$ cat src/hw/rtl/assert_macros.svh
// Assertion macros shared by the cipher RTL.
// Defining ASSERT_OFF turns every check into an empty statement.
`ifndef ASSERT_MACROS_SVH
`define ASSERT_MACROS_SVH
`ifndef ASSERT_OFF
// Check a property on every clock edge outside reset.
`define KBC_ASSERT(label, clk, rst_n, prop, msg) \
	label: assert property (@(posedge clk) disable iff (!rst_n) (prop)) else $error(msg);
// Check that an antecedent implies a consequent in the following cycle.
`define KBC_ASSERT_NEXT(label, clk, rst_n, ante, cons, msg) \
	label: assert property (@(posedge clk) disable iff (!rst_n) (ante) |=> (cons)) \
		else $error(msg);
`else
`define KBC_ASSERT(label, clk, rst_n, prop, msg)
`define KBC_ASSERT_NEXT(label, clk, rst_n, ante, cons, msg)
`endif
`endif

$ cat src/hw/rtl/kbc_pkg.sv
// Package for the keyed byte add/sub cipher.
// Types, register indexes and byte arithmetic constants; no dependencies.
`default_nettype none

package kbc_pkg;

	// Sizing defaults and fixed register file size
	localparam int NUM_KEYS_DEF = 4;
	localparam int KEY_BITS_DEF = 32;
	localparam int KEY_REGS     = 4;
	localparam int SLOT_W       = 2;
	localparam int IDX_W        = 3;
	localparam int CNT_W        = 3;

	// Configuration register indexes
	typedef enum logic [IDX_W-1:0] {
		REG_MODE_DECRYPT = 3'd0,
		REG_KEY_COUNT    = 3'd1,
		REG_KEY_ZERO     = 3'd2,
		REG_KEY_ONE      = 3'd3,
		REG_KEY_TWO      = 3'd4,
		REG_KEY_THREE    = 3'd5
	} kbc_reg_idx_t;

	// Special byte codes
	localparam logic [7:0] BYTE_MAX     = 8'h7F;  // +127
	localparam logic [7:0] BYTE_NEG_MAX = 8'h81;  // -127
	localparam logic [7:0] BYTE_MIN     = 8'h80;  // -128

	// Wrap limits in the 10-bit working width
	localparam logic signed [9:0] W_POS_LIM = 10'sd127;
	localparam logic signed [9:0] W_NEG_LIM = -10'sd127;
	localparam logic signed [9:0] W_WRAP    = 10'sd254;

	// Configuration register contents
	typedef struct packed {
		logic                          mode_decrypt;
		logic [CNT_W-1:0]              key_count;
		logic [KEY_REGS-1:0][7:0]      keys;
	} kbc_cfg_t;

	// Per-byte step selection
	typedef struct packed {
		logic [7:0] key;
		logic       add_step;
		logic       decrypt;
	} kbc_step_t;

endpackage

`default_nettype wire

$ cat src/hw/rtl/kbc_cfg_regs.sv
// Configuration register file of the cipher.
// Depends on kbc_pkg for the register indexes and the config struct.
`default_nettype none

module kbc_cfg_regs (
	input  wire logic                       clk,
	input  wire logic                       arst_n,
	input  wire logic                       wr_en,
	input  wire logic [kbc_pkg::IDX_W-1:0]  wr_index,
	input  wire logic [7:0]                 wr_data,
	output kbc_pkg::kbc_cfg_t               cfg
);

	kbc_pkg::kbc_cfg_t cfg_q;

	// Register write decode; indexes past the list are dropped
	always_ff @(posedge clk or negedge arst_n) begin
		if (!arst_n) begin
			cfg_q.mode_decrypt <= 1'b0;
			cfg_q.key_count    <= kbc_pkg::CNT_W'(1);
			cfg_q.keys         <= '0;
		end else if (wr_en) begin
			unique case (wr_index)
				kbc_pkg::REG_MODE_DECRYPT: cfg_q.mode_decrypt <= wr_data[0];
				kbc_pkg::REG_KEY_COUNT:    cfg_q.key_count <= wr_data[kbc_pkg::CNT_W-1:0];
				kbc_pkg::REG_KEY_ZERO:     cfg_q.keys[0] <= wr_data;
				kbc_pkg::REG_KEY_ONE:      cfg_q.keys[1] <= wr_data;
				kbc_pkg::REG_KEY_TWO:      cfg_q.keys[2] <= wr_data;
				kbc_pkg::REG_KEY_THREE:    cfg_q.keys[3] <= wr_data;
				default: ;
			endcase
		end
	end

	assign cfg = cfg_q;

endmodule

`default_nettype wire

$ cat src/hw/rtl/kbc_key_seq.sv
// Key sequencer: bit position and key ring slot, picks key and step kind.
// Depends on kbc_pkg for the config and step structs.
`default_nettype none

module kbc_key_seq #(
	parameter int NUM_KEYS = kbc_pkg::NUM_KEYS_DEF,
	parameter int KEY_BITS = kbc_pkg::KEY_BITS_DEF
) (
	input  wire logic                 clk,
	input  wire logic                 arst_n,
	input  wire logic                 advance,
	input  wire kbc_pkg::kbc_cfg_t    cfg,
	output kbc_pkg::kbc_step_t        step
);

	localparam int POS_W     = $clog2(KEY_BITS);
	localparam int LOW_START = KEY_BITS - 8;   // first position reading key bit 7
	localparam int ACT_MAX   = (NUM_KEYS < kbc_pkg::KEY_REGS) ? NUM_KEYS : kbc_pkg::KEY_REGS;

	logic [POS_W-1:0]           bit_position_q;
	logic [kbc_pkg::SLOT_W-1:0] key_slot_q;
	logic [7:0]                 key;
	logic [2:0]                 tail_idx;
	logic                       key_bit;
	logic                       last_pos;
	logic [kbc_pkg::CNT_W-1:0]  act_count;
	logic [kbc_pkg::CNT_W-1:0]  slot_next;

	// Current key and its bit; positions before LOW_START read as zero
	assign key      = cfg.keys[key_slot_q];
	assign tail_idx = 3'(bit_position_q - POS_W'(LOW_START));
	assign key_bit  = (bit_position_q >= POS_W'(LOW_START)) ? key[3'd7 - tail_idx] : 1'b0;

	assign step.key      = key;
	assign step.add_step = key_bit ^ bit_position_q[0];
	assign step.decrypt  = cfg.mode_decrypt;

	// Effective ring length: zero acts as one, clamp to what exists
	always_comb begin
		act_count = cfg.key_count;
		if (act_count == '0)
			act_count = kbc_pkg::CNT_W'(1);
		if (act_count > kbc_pkg::CNT_W'(ACT_MAX))
			act_count = kbc_pkg::CNT_W'(ACT_MAX);
	end

	assign last_pos  = (bit_position_q == POS_W'(KEY_BITS - 1));
	assign slot_next = {1'b0, key_slot_q} + kbc_pkg::CNT_W'(1);

	// Position counter and key ring walk
	always_ff @(posedge clk or negedge arst_n) begin
		if (!arst_n) begin
			bit_position_q <= '0;
			key_slot_q     <= '0;
		end else if (advance) begin
			if (last_pos) begin
				bit_position_q <= '0;
				if (slot_next >= act_count)
					key_slot_q <= '0;
				else
					key_slot_q <= slot_next[kbc_pkg::SLOT_W-1:0];
			end else begin
				bit_position_q <= bit_position_q + POS_W'(1);
			end
		end
	end

endmodule

`default_nettype wire

$ cat src/hw/rtl/kbc_crypt.sv
// Byte transform: signed add or subtract of the key with wrap by 254.
// Depends on kbc_pkg for byte codes, limits and the step struct.
`default_nettype none

module kbc_crypt (
	input  wire logic [7:0]          data_in,
	input  wire kbc_pkg::kbc_step_t  step,
	output logic [7:0]               data_out
);

	logic signed [9:0] x;
	logic signed [9:0] k;
	logic signed [9:0] sum;
	logic signed [9:0] diff;
	logic signed [9:0] w;

	assign x    = $signed({{2{data_in[7]}}, data_in});
	assign k    = $signed({2'b00, step.key});
	assign sum  = x + k;
	assign diff = x - k;

	// Encrypt uses inclusive wrap tests, decrypt the strict inverse
	always_comb begin
		w = x;
		if (data_in == kbc_pkg::BYTE_MIN) begin
			w = x;
		end else if (step.add_step) begin
			if (data_in != kbc_pkg::BYTE_MAX) begin
				if (!step.decrypt) begin
					w = (sum >= kbc_pkg::W_POS_LIM) ? sum - kbc_pkg::W_WRAP : sum;
				end else begin
					w = (diff < kbc_pkg::W_NEG_LIM) ? diff + kbc_pkg::W_WRAP : diff;
				end
			end
		end else begin
			if (data_in != kbc_pkg::BYTE_NEG_MAX) begin
				if (!step.decrypt) begin
					w = (diff <= kbc_pkg::W_NEG_LIM) ? diff + kbc_pkg::W_WRAP : diff;
				end else begin
					w = (sum > kbc_pkg::W_POS_LIM) ? sum - kbc_pkg::W_WRAP : sum;
				end
			end
		end
	end

	assign data_out = w[7:0];

endmodule

`default_nettype wire

$ cat src/hw/rtl/keyed_byte_add_sub_cipher.sv
// Keyed byte add/sub cipher, top level.
// A transferred byte is held in the input register, then in the result register that drives out_byte.
// Throughput: one byte per cycle unless out_stall holds the result register.
// Reset (arst_n low, async): both pipeline stages empty, position and key
// slot zero, mode encrypt, key_count one, all keys zero.
`default_nettype none
`include "assert_macros.svh"

module keyed_byte_add_sub_cipher #(
	parameter int NUM_KEYS = kbc_pkg::NUM_KEYS_DEF,
	parameter int KEY_BITS = kbc_pkg::KEY_BITS_DEF
) (
	input  wire logic                       clk,
	input  wire logic                       arst_n,
	// byte input
	input  wire logic                       in_valid,
	output logic                            in_stall,
	input  wire logic [7:0]                 data_byte,
	// byte output
	output logic                            out_valid,
	input  wire logic                       out_stall,
	output logic [7:0]                      out_byte,
	// configuration writes
	input  wire logic                       cfg_valid,
	output logic                            cfg_ready,
	input  wire logic [kbc_pkg::IDX_W-1:0]  cfg_index,
	input  wire logic [7:0]                 cfg_data
);

	kbc_pkg::kbc_cfg_t  cfg;
	kbc_pkg::kbc_step_t step;
	kbc_pkg::kbc_step_t step_s1;
	logic [7:0]         data_s1;
	logic               valid_s1;
	logic [7:0]         result;
	logic [7:0]         out_byte_s2;
	logic               valid_s2;
	logic               load_s2;
	logic               in_xfer;

	assign cfg_ready = 1'b1;

	kbc_cfg_regs u_cfg (
		.clk      (clk),
		.arst_n   (arst_n),
		.wr_en    (cfg_valid && cfg_ready),
		.wr_index (cfg_index),
		.wr_data  (cfg_data),
		.cfg      (cfg)
	);

	kbc_key_seq #(
		.NUM_KEYS (NUM_KEYS),
		.KEY_BITS (KEY_BITS)
	) u_seq (
		.clk     (clk),
		.arst_n  (arst_n),
		.advance (in_xfer),
		.cfg     (cfg),
		.step    (step)
	);

	// Stage handshake: result register frees when empty or taken
	assign load_s2  = !valid_s2 || !out_stall;
	assign in_stall = valid_s1 && !load_s2;
	assign in_xfer  = in_valid && !in_stall;

	// Input register: byte plus its step selection
	always_ff @(posedge clk or negedge arst_n) begin
		if (!arst_n) begin
			valid_s1 <= 1'b0;
		end else if (!in_stall) begin
			valid_s1 <= in_valid;
		end
	end

	always_ff @(posedge clk) begin
		if (in_xfer) begin
			data_s1 <= data_byte;
			step_s1 <= step;
		end
	end

	kbc_crypt u_crypt (
		.data_in  (data_s1),
		.step     (step_s1),
		.data_out (result)
	);

	// Result register
	always_ff @(posedge clk or negedge arst_n) begin
		if (!arst_n) begin
			valid_s2 <= 1'b0;
		end else if (load_s2) begin
			valid_s2 <= valid_s1;
		end
	end

	always_ff @(posedge clk) begin
		if (load_s2 && valid_s1)
			out_byte_s2 <= result;
	end

	assign out_valid = valid_s2;
	assign out_byte  = out_byte_s2;

	// Checks
	`KBC_ASSERT_NEXT(a_s1_held, clk, arst_n, valid_s1 && !load_s2, valid_s1, "s1 item dropped while blocked")
	`KBC_ASSERT(a_stall_needs_s1, clk, arst_n, !in_stall || valid_s1, "input stalled with s1 empty")
	`KBC_ASSERT(a_out_from_s1, clk, arst_n, !$rose(valid_s2) || $past(valid_s1), "result without s1 item")

endmodule

`default_nettype wire
$ cat config.mk
export PLATFORM = sky130hd
export DESIGN_NAME = keyed_byte_add_sub_cipher
export DESIGN_NICKNAME = d
export VERILOG_FILES = /design/src/hw/rtl/kbc_pkg.sv /design/src/hw/rtl/kbc_cfg_regs.sv /design/src/hw/rtl/kbc_key_seq.sv /design/src/hw/rtl/kbc_crypt.sv /design/src/hw/rtl/keyed_byte_add_sub_cipher.sv
export VERILOG_INCLUDE_DIRS = /design/src /design/src/hw/rtl
export SDC_FILE = /design/constraint.sdc
export NUM_CORES = 1
export LEC_CHECK = 0
export ABC_CLOCK_PERIOD_IN_PS = 6400
export BUFFER_PORTS_ARGS = -buffer_cell sky130_fd_sc_hd__buf_2
export CORE_UTILIZATION = 45
export CTS_CLUSTER_SIZE = 12
export DETAILED_ROUTE_END_ITERATION = 12
export GPL_TIMING_DRIVEN = 1
export PLACE_DENSITY = 0.67
export SYNTH_ARGS = -nofsm -noshare
export SYNTH_HDL_FRONTEND = slang
export SYNTH_SLANG_ARGS = --single-unit
export TNS_END_PERCENT = 10
$ cat constraint.sdc
create_clock -name clk -period 6.4 [get_ports clk]
set_input_delay 0.64 -clock clk [delete_from_list [all_inputs] [get_ports clk]]
set_output_delay 0.64 -clock clk [all_outputs]
set_load 0.1 [all_outputs]
[Yosys cells after proc, flatten, opt, wreduce, memory -nomap -nowiden]
Index checks and enable logic that the tools add are counted.
Word-level totals
  flip-flop bits (word level): 71
  memory bits (read-only): 0
  latch bits: 0
  output and inout bits: 11
  logic and storage cells: 78
  memory bits (writable): 0
  memories kept: 0
Cells by class
  add/subtract/negate cells: 8
  multipliers: 0
  shifts and indexed selects: 0
  multiplexer cells: 19
  divide/modulo/power cells: 0
  reductions and logical operators: 17
  bitwise logic cells: 1
  magnitude comparators: 9
  eq/ne operators: 9
Operator list (count)
  $mux W8: 11
  $bmux W8 S2: 1
  $reduce_and A2 Y1: 7
  $add A8 B9 Y10: 1
  $ge A10 B8 Y1 const B: 1
  $gt A10 B8 Y1 const B: 1
  $le A10 B8 Y1 const B: 1
  $lt A10 B8 Y1 const B: 1
  $sub A8 B9 Y10: 1
  $add A8 B2 Y8 const B: 1
  $eq A8 B8 Y1 const B: 1
  $ne A8 B7 Y1 const B: 1
  $ne A8 B8 Y1 const B: 1
  $sub A8 B2 Y8 const B: 1
  $eq A3 B2 Y1 const B: 2
  $eq A3 B3 Y1 const B: 2
  $logic_not A3 Y1: 2
  $mux W3: 2
  $add A5 B1 Y5 const B: 1
  $eq A5 B5 Y1 const B: 1
  $ge A5 B5 Y1 const B: 1
  $mux W5: 1
  $logic_not A1 Y1: 4
  $lt A3 B4 Y1 const B: 1
  other kinds (13): 16

[Depth between registers and ports, before layout]
  depth in word-level cells: 7
  depth in mapped cells: 13

[Hierarchy]
Synthesis repeated with hierarchy kept, for this count alone.
Unflattened totals
  cell total of the unflattened synthesis: 475
  area total of the unflattened synthesis: 5156.2 sq um
Modules (own cells, without submodules)
  kbc_crypt: cells an instance 283, times used 1, area each 2008.2 sq um
  kbc_cfg_regs: cells an instance 80, times used 1, area each 1436.4 sq um
  keyed_byte_add_sub_cipher: cells an instance 36, times used 1, area each 884.6 sq um
  kbc_key_seq: cells an instance 76, times used 1, area each 827.0 sq um

[Worst setup path after synthesis]
OpenSTA, ideal clock, no wires.
  kind: register to register
  start point: reg data_s1[0]
  end point: reg out_byte_s2[7], in the netlist out_byte[7] (data pin)
  library setup time: 0.257 ns
  slack: 2.987 ns
  arrival: 3.156 ns
  stages on the path, launching flop included: 14
  data required time: 6.143 ns
  period minus slack after synthesis: 3.413 ns
  cells stage by stage: edfxtp_1 > inv_1 > ha_1 > inv_1 > fa_1 > a211o_1 > and3_1 > o311ai_2 > a211oi_2 > o31ai_2 > nor2_1 > xnor2_1 > a211o_1 > a32o_1
Between the ends
  longest elaborated chain between the ends: 7
  elaborated cells on any way between the ends: 21
  those cells by class: 4 x add/sub; 4 x order compare; 3 x eq/ne; 10 x mux
RTL lines
  start: declaration: RTL line keyed_byte_add_sub_cipher.sv:33  | logic [7:0] data_s1;
  start signal: assignment: RTL line keyed_byte_add_sub_cipher.sv:79  | data_s1 <= data_byte;
  $sub A8 B9 Y10 / $add A8 B9 Y10 (equally long branches): RTL line kbc_crypt.sv:20, kbc_crypt.sv:19
  $add A8 B2 Y8 (tied with other cells): RTL line kbc_crypt.sv:32, kbc_crypt.sv:38
  $mux W8 (on tied branches)
  $mux W8 (on tied branches): RTL line kbc_crypt.sv:37, kbc_crypt.sv:29
  $mux W8 (on tied branches): RTL line kbc_crypt.sv:36, kbc_crypt.sv:28
  $mux W8: RTL line kbc_crypt.sv:27  | end else if (step.add_step) begin
  $mux W8 (*): RTL line kbc_crypt.sv:25  | if (data_in == kbc_pkg::BYTE_MIN) begin
  named net result[7]: RTL line keyed_byte_add_sub_cipher.sv:35  | logic [7:0] result;
  end signal: assignment: RTL line keyed_byte_add_sub_cipher.sv:101  | out_byte_s2 <= result;
  end: declaration: RTL line keyed_byte_add_sub_cipher.sv:36  | logic [7:0] out_byte_s2;
The timed path passes the listed nets; every way through them passes the cells marked *.
A chain may end at the register's enable or synchronous reset.

[Worst setup path in the final report]
Same ends and word-level chain as after synthesis.

==> metrics.txt <==
worst hold path class input port to async pin; number of distinct library cells after synthesis around 80; buffers added on ports 33; r2r setup slk 2.57 ns; # clock sinks between 70 and 80; CTS tree yes; CP Data Arrival Time roughly 3.9 ns; Least-Margin Pin Slew 1.14 ns; Initial Utilization 46.4%; FF-to-FF path depth 13; Iteration-0 DRC Markers between 100 and 150; vias 3560; Psw around 0.00083 W; Clk pwr share 18.0%; syn_area_per_cell 11.1 um2; fin nets 517; CTS root buf clkbuf_8; ANT nets after route 0; Crit. End Element flop; TritonCTS Buffers 9; EDFF count, synth 26; Synth Net Count 483; RR Startpoint data_s1[0]$_DFFE_PP_; clk_skew 0.0151 ns; total power density per cell area 376 nW/um2; core area about 10000 um2; cells after synthesis about 430; Final GP Congestion 0.954; global routing usage on met3 3.31%; CP Class flop to flop; worst hold margin 0.455 ns; sequential power share around 34%; CP max FO 7; GR Layer Usage met2 37.1%; H-tree Lvls 3; Seq/Total Area, Yosys 39.8%; area delta synth->final 10.0%; synth warn 0; M1 GR Usage 24.8%; max_cap viols 0; First-pass DRT Iterations 4; vias in the first global route 3547; hold_buf cts 0; post-CTS setup buffer count 0; Gate power share 47.7%; Sw Ratio 41.8%; Synth top area share 23.0%; Synth Cell Area about 4800 um2; I/O pins 35; GRT Resource Usage Total 20.5%; first-pass GRT wire length 17.6 mm; minimum clock period 3.83 ns; Hold Fails Final Rpt 0; Yosys top cell by area dfrtp_1; clk_lat worst skew about 0.35 ns; ys async rst share 63.4%; most common cell in the netlist dfrtp_1; fin crit share roughly 60%; register bit total from synthesis 71; largest net degree at the start of global routing 46; final setup fails 0; Primary FF master, synth dfrtp_1; max-slew violation count 0; initial antenna violation count 0; die width 105 um; setup tns final 0 ns; fmax 261 MHz; startpoint types flop; Leakage 2.12 nW; GRT overflow 0; Die ar. 11100 um2; crit path from data_s1[0]$_DFFE_PP_; Rel. slew slack 23.0%; CP Data Required Time 6.50 ns; largest cells by area after synthesis dfrtp_1, edfxtp_1, mux2_2; RSZ-0062 raised after global routing no; wirelength, routed 10.7 mm; Die Height 105 um; Top Usage Layer GRT met2; Placed Area 5070 um2; R2R Path End out_byte[7]$_DFFE_PP_; status finished clean; Pint 0.00115 W; VDD IR max 0.000201 V; DRC Markers 0; DR vias/cell ~5.9; hpwl dp 8.21 mm; share of cells above drive strength 1 25.5%; Cell Rows 37; Total Power 0.00198 W; Final Util about 50%; Final Instance Area about 5300 um2; Routed wire per std cell 17.7 um; # diodes 0; CTS max path bufs 2; top cells by count, synth dfrtp_1, mux2_2, nand2_1; Worst Setup EP out_byte[7]$_DFFE_PP_; number of gates resized after cts 0; Clock Pin Slew Worst Setup and Hold Paths 0.08 ns
## how the worst min path moves through the flow
stage	slack (ns)	from	depth (start not counted)	to
floorplan	0.34	arst_n	0	out_valid$_DFFE_PN0N_
global placement	0.45	valid_s1$_DFFE_PN0N_	1	out_valid$_DFFE_PN0N_
detailed placement	0.46	u_cfg.cfg[35]$_DFFE_PN0P_	0	step_s1[0]$_DFFE_PP_
CTS	0.47	data_byte[7]	1	data_s1[7]$_DFFE_PP_
global route	0.46	data_byte[7]	1	data_s1[7]$_DFFE_PP_
finish	0.45	arst_n	1	u_cfg.cfg[33]$_DFFE_PN0P_
## worst max-delay path: stages, from the launching register on
cell      delay, ns
edfxtp_1       0.48
inv_1          0.11
ha_1           0.20
inv_1          0.07
fa_1           0.40
a211o_1        0.34
and3_1         0.22
o311ai_2       0.45
a211oi_2       0.12
o31ai_2        0.44
nor2_1         0.12
xnor2_1        0.14
a211o_1        0.30
a32o_1         0.21
## power groups by stage
stage / Clock [W] / Combinational (W) / Sequential, W
after floorplan: 0 / 0.000660 / 0.000761
after global placement: 0 / 0.000926 / 0.000679
after detailed placement: 0 / 0.000938 / 0.000687
after CTS: 0.000364 / 0.000943 / 0.000678
after global routing: 0.000382 / 0.00103 / 0.000693
final: 0.000356 / 0.000945 / 0.000678
## cell families (layout without fill, tap and decap cells)
logic type | count (synthesis) | count (layout) | synth area share (%)
AOI/OAI and AO/OA | 103 | 103 | 17.4
other | 1 | 1 | 0.0783
adders and majority gates | 28 | 28 | 7.63
DFF | 71 | 71 | 39.8
muxes | 52 | 52 | 14.5
xor gates and xnor gates | 14 | 14 | 2.72
buffers and inverters | 36 | 75 | 3.27
and+or+nand+nor | 126 | 126 | 14.6
## routing by layer
metal	wire [um]	share of wire (%)
met3	309	2.9
met5	0	0
met1	4670	44
met4	213	2.0
met2	5510	51
## layout make-up
| class | instances | area (um2) |
|---|---|---|
| repair buffers | 35 | 180 |
| multi-input cells | 324 | 2720 |
| clock inverters | 6 | 68.8 |
| fillers | 959 | 5050 |
| flip-flops and latches | 71 | 1910 |
| inverters | 24 | 90.1 |
| well taps | 136 | 170 |
| clock buffers | 10 | 128 |
## sequential cells by signal, indices dropped and copies added, names as in the netlist
| signal | count |
|---|---|
| data_s1 | 8 |
| out_byte | 8 |
| out_valid | 1 |
| step_s1 | 10 |
| u_cfg.cfg | 36 |
| u_seq.bit_position_q | 5 |
| u_seq.key_slot_q | 2 |
| valid_s1 | 1 |
## through the flow
step | instances | setup slack [ns]
global route | 606 | 2.27
detailed placement | 590 | 2.60
floorplan | 431 | 2.99
global placement | 590 | 2.74
finish | 606 | 2.57
CTS | 606 | 2.61
## cells in the final DEF (no fill, tap or decap), drive strengths merged, types with 3 or more instances in the layout
cell type / synthesis / layout
dfrtp: 44 / 44
nand2b: 10 / 10
xnor2: 13 / 13
o31ai: 6 / 6
a211oi: 6 / 6
mux2: 38 / 38
a21oi: 17 / 17
o21ai: 19 / 19
clkinv: 0 / 3
nor3: 12 / 12
a21o: 7 / 7
nand3: 7 / 7
clkbuf: 7 / 10
mux4: 10 / 10
a2111oi: 4 / 4
nand4b: 3 / 3
mux2i: 4 / 4
o211ai: 4 / 4
o22ai: 3 / 3
nor2: 22 / 22
nand2: 28 / 28
ha: 26 / 26
a211o: 4 / 4
nor3b: 6 / 6
or2: 3 / 3
buf: 5 / 35
edfxtp: 26 / 26
nand4: 3 / 3
or3: 7 / 7
and2: 4 / 4
inv: 24 / 25
nor2b: 6 / 6
nand3b: 4 / 4
a31oi: 5 / 5
Power figures use the tool's default switching activity.
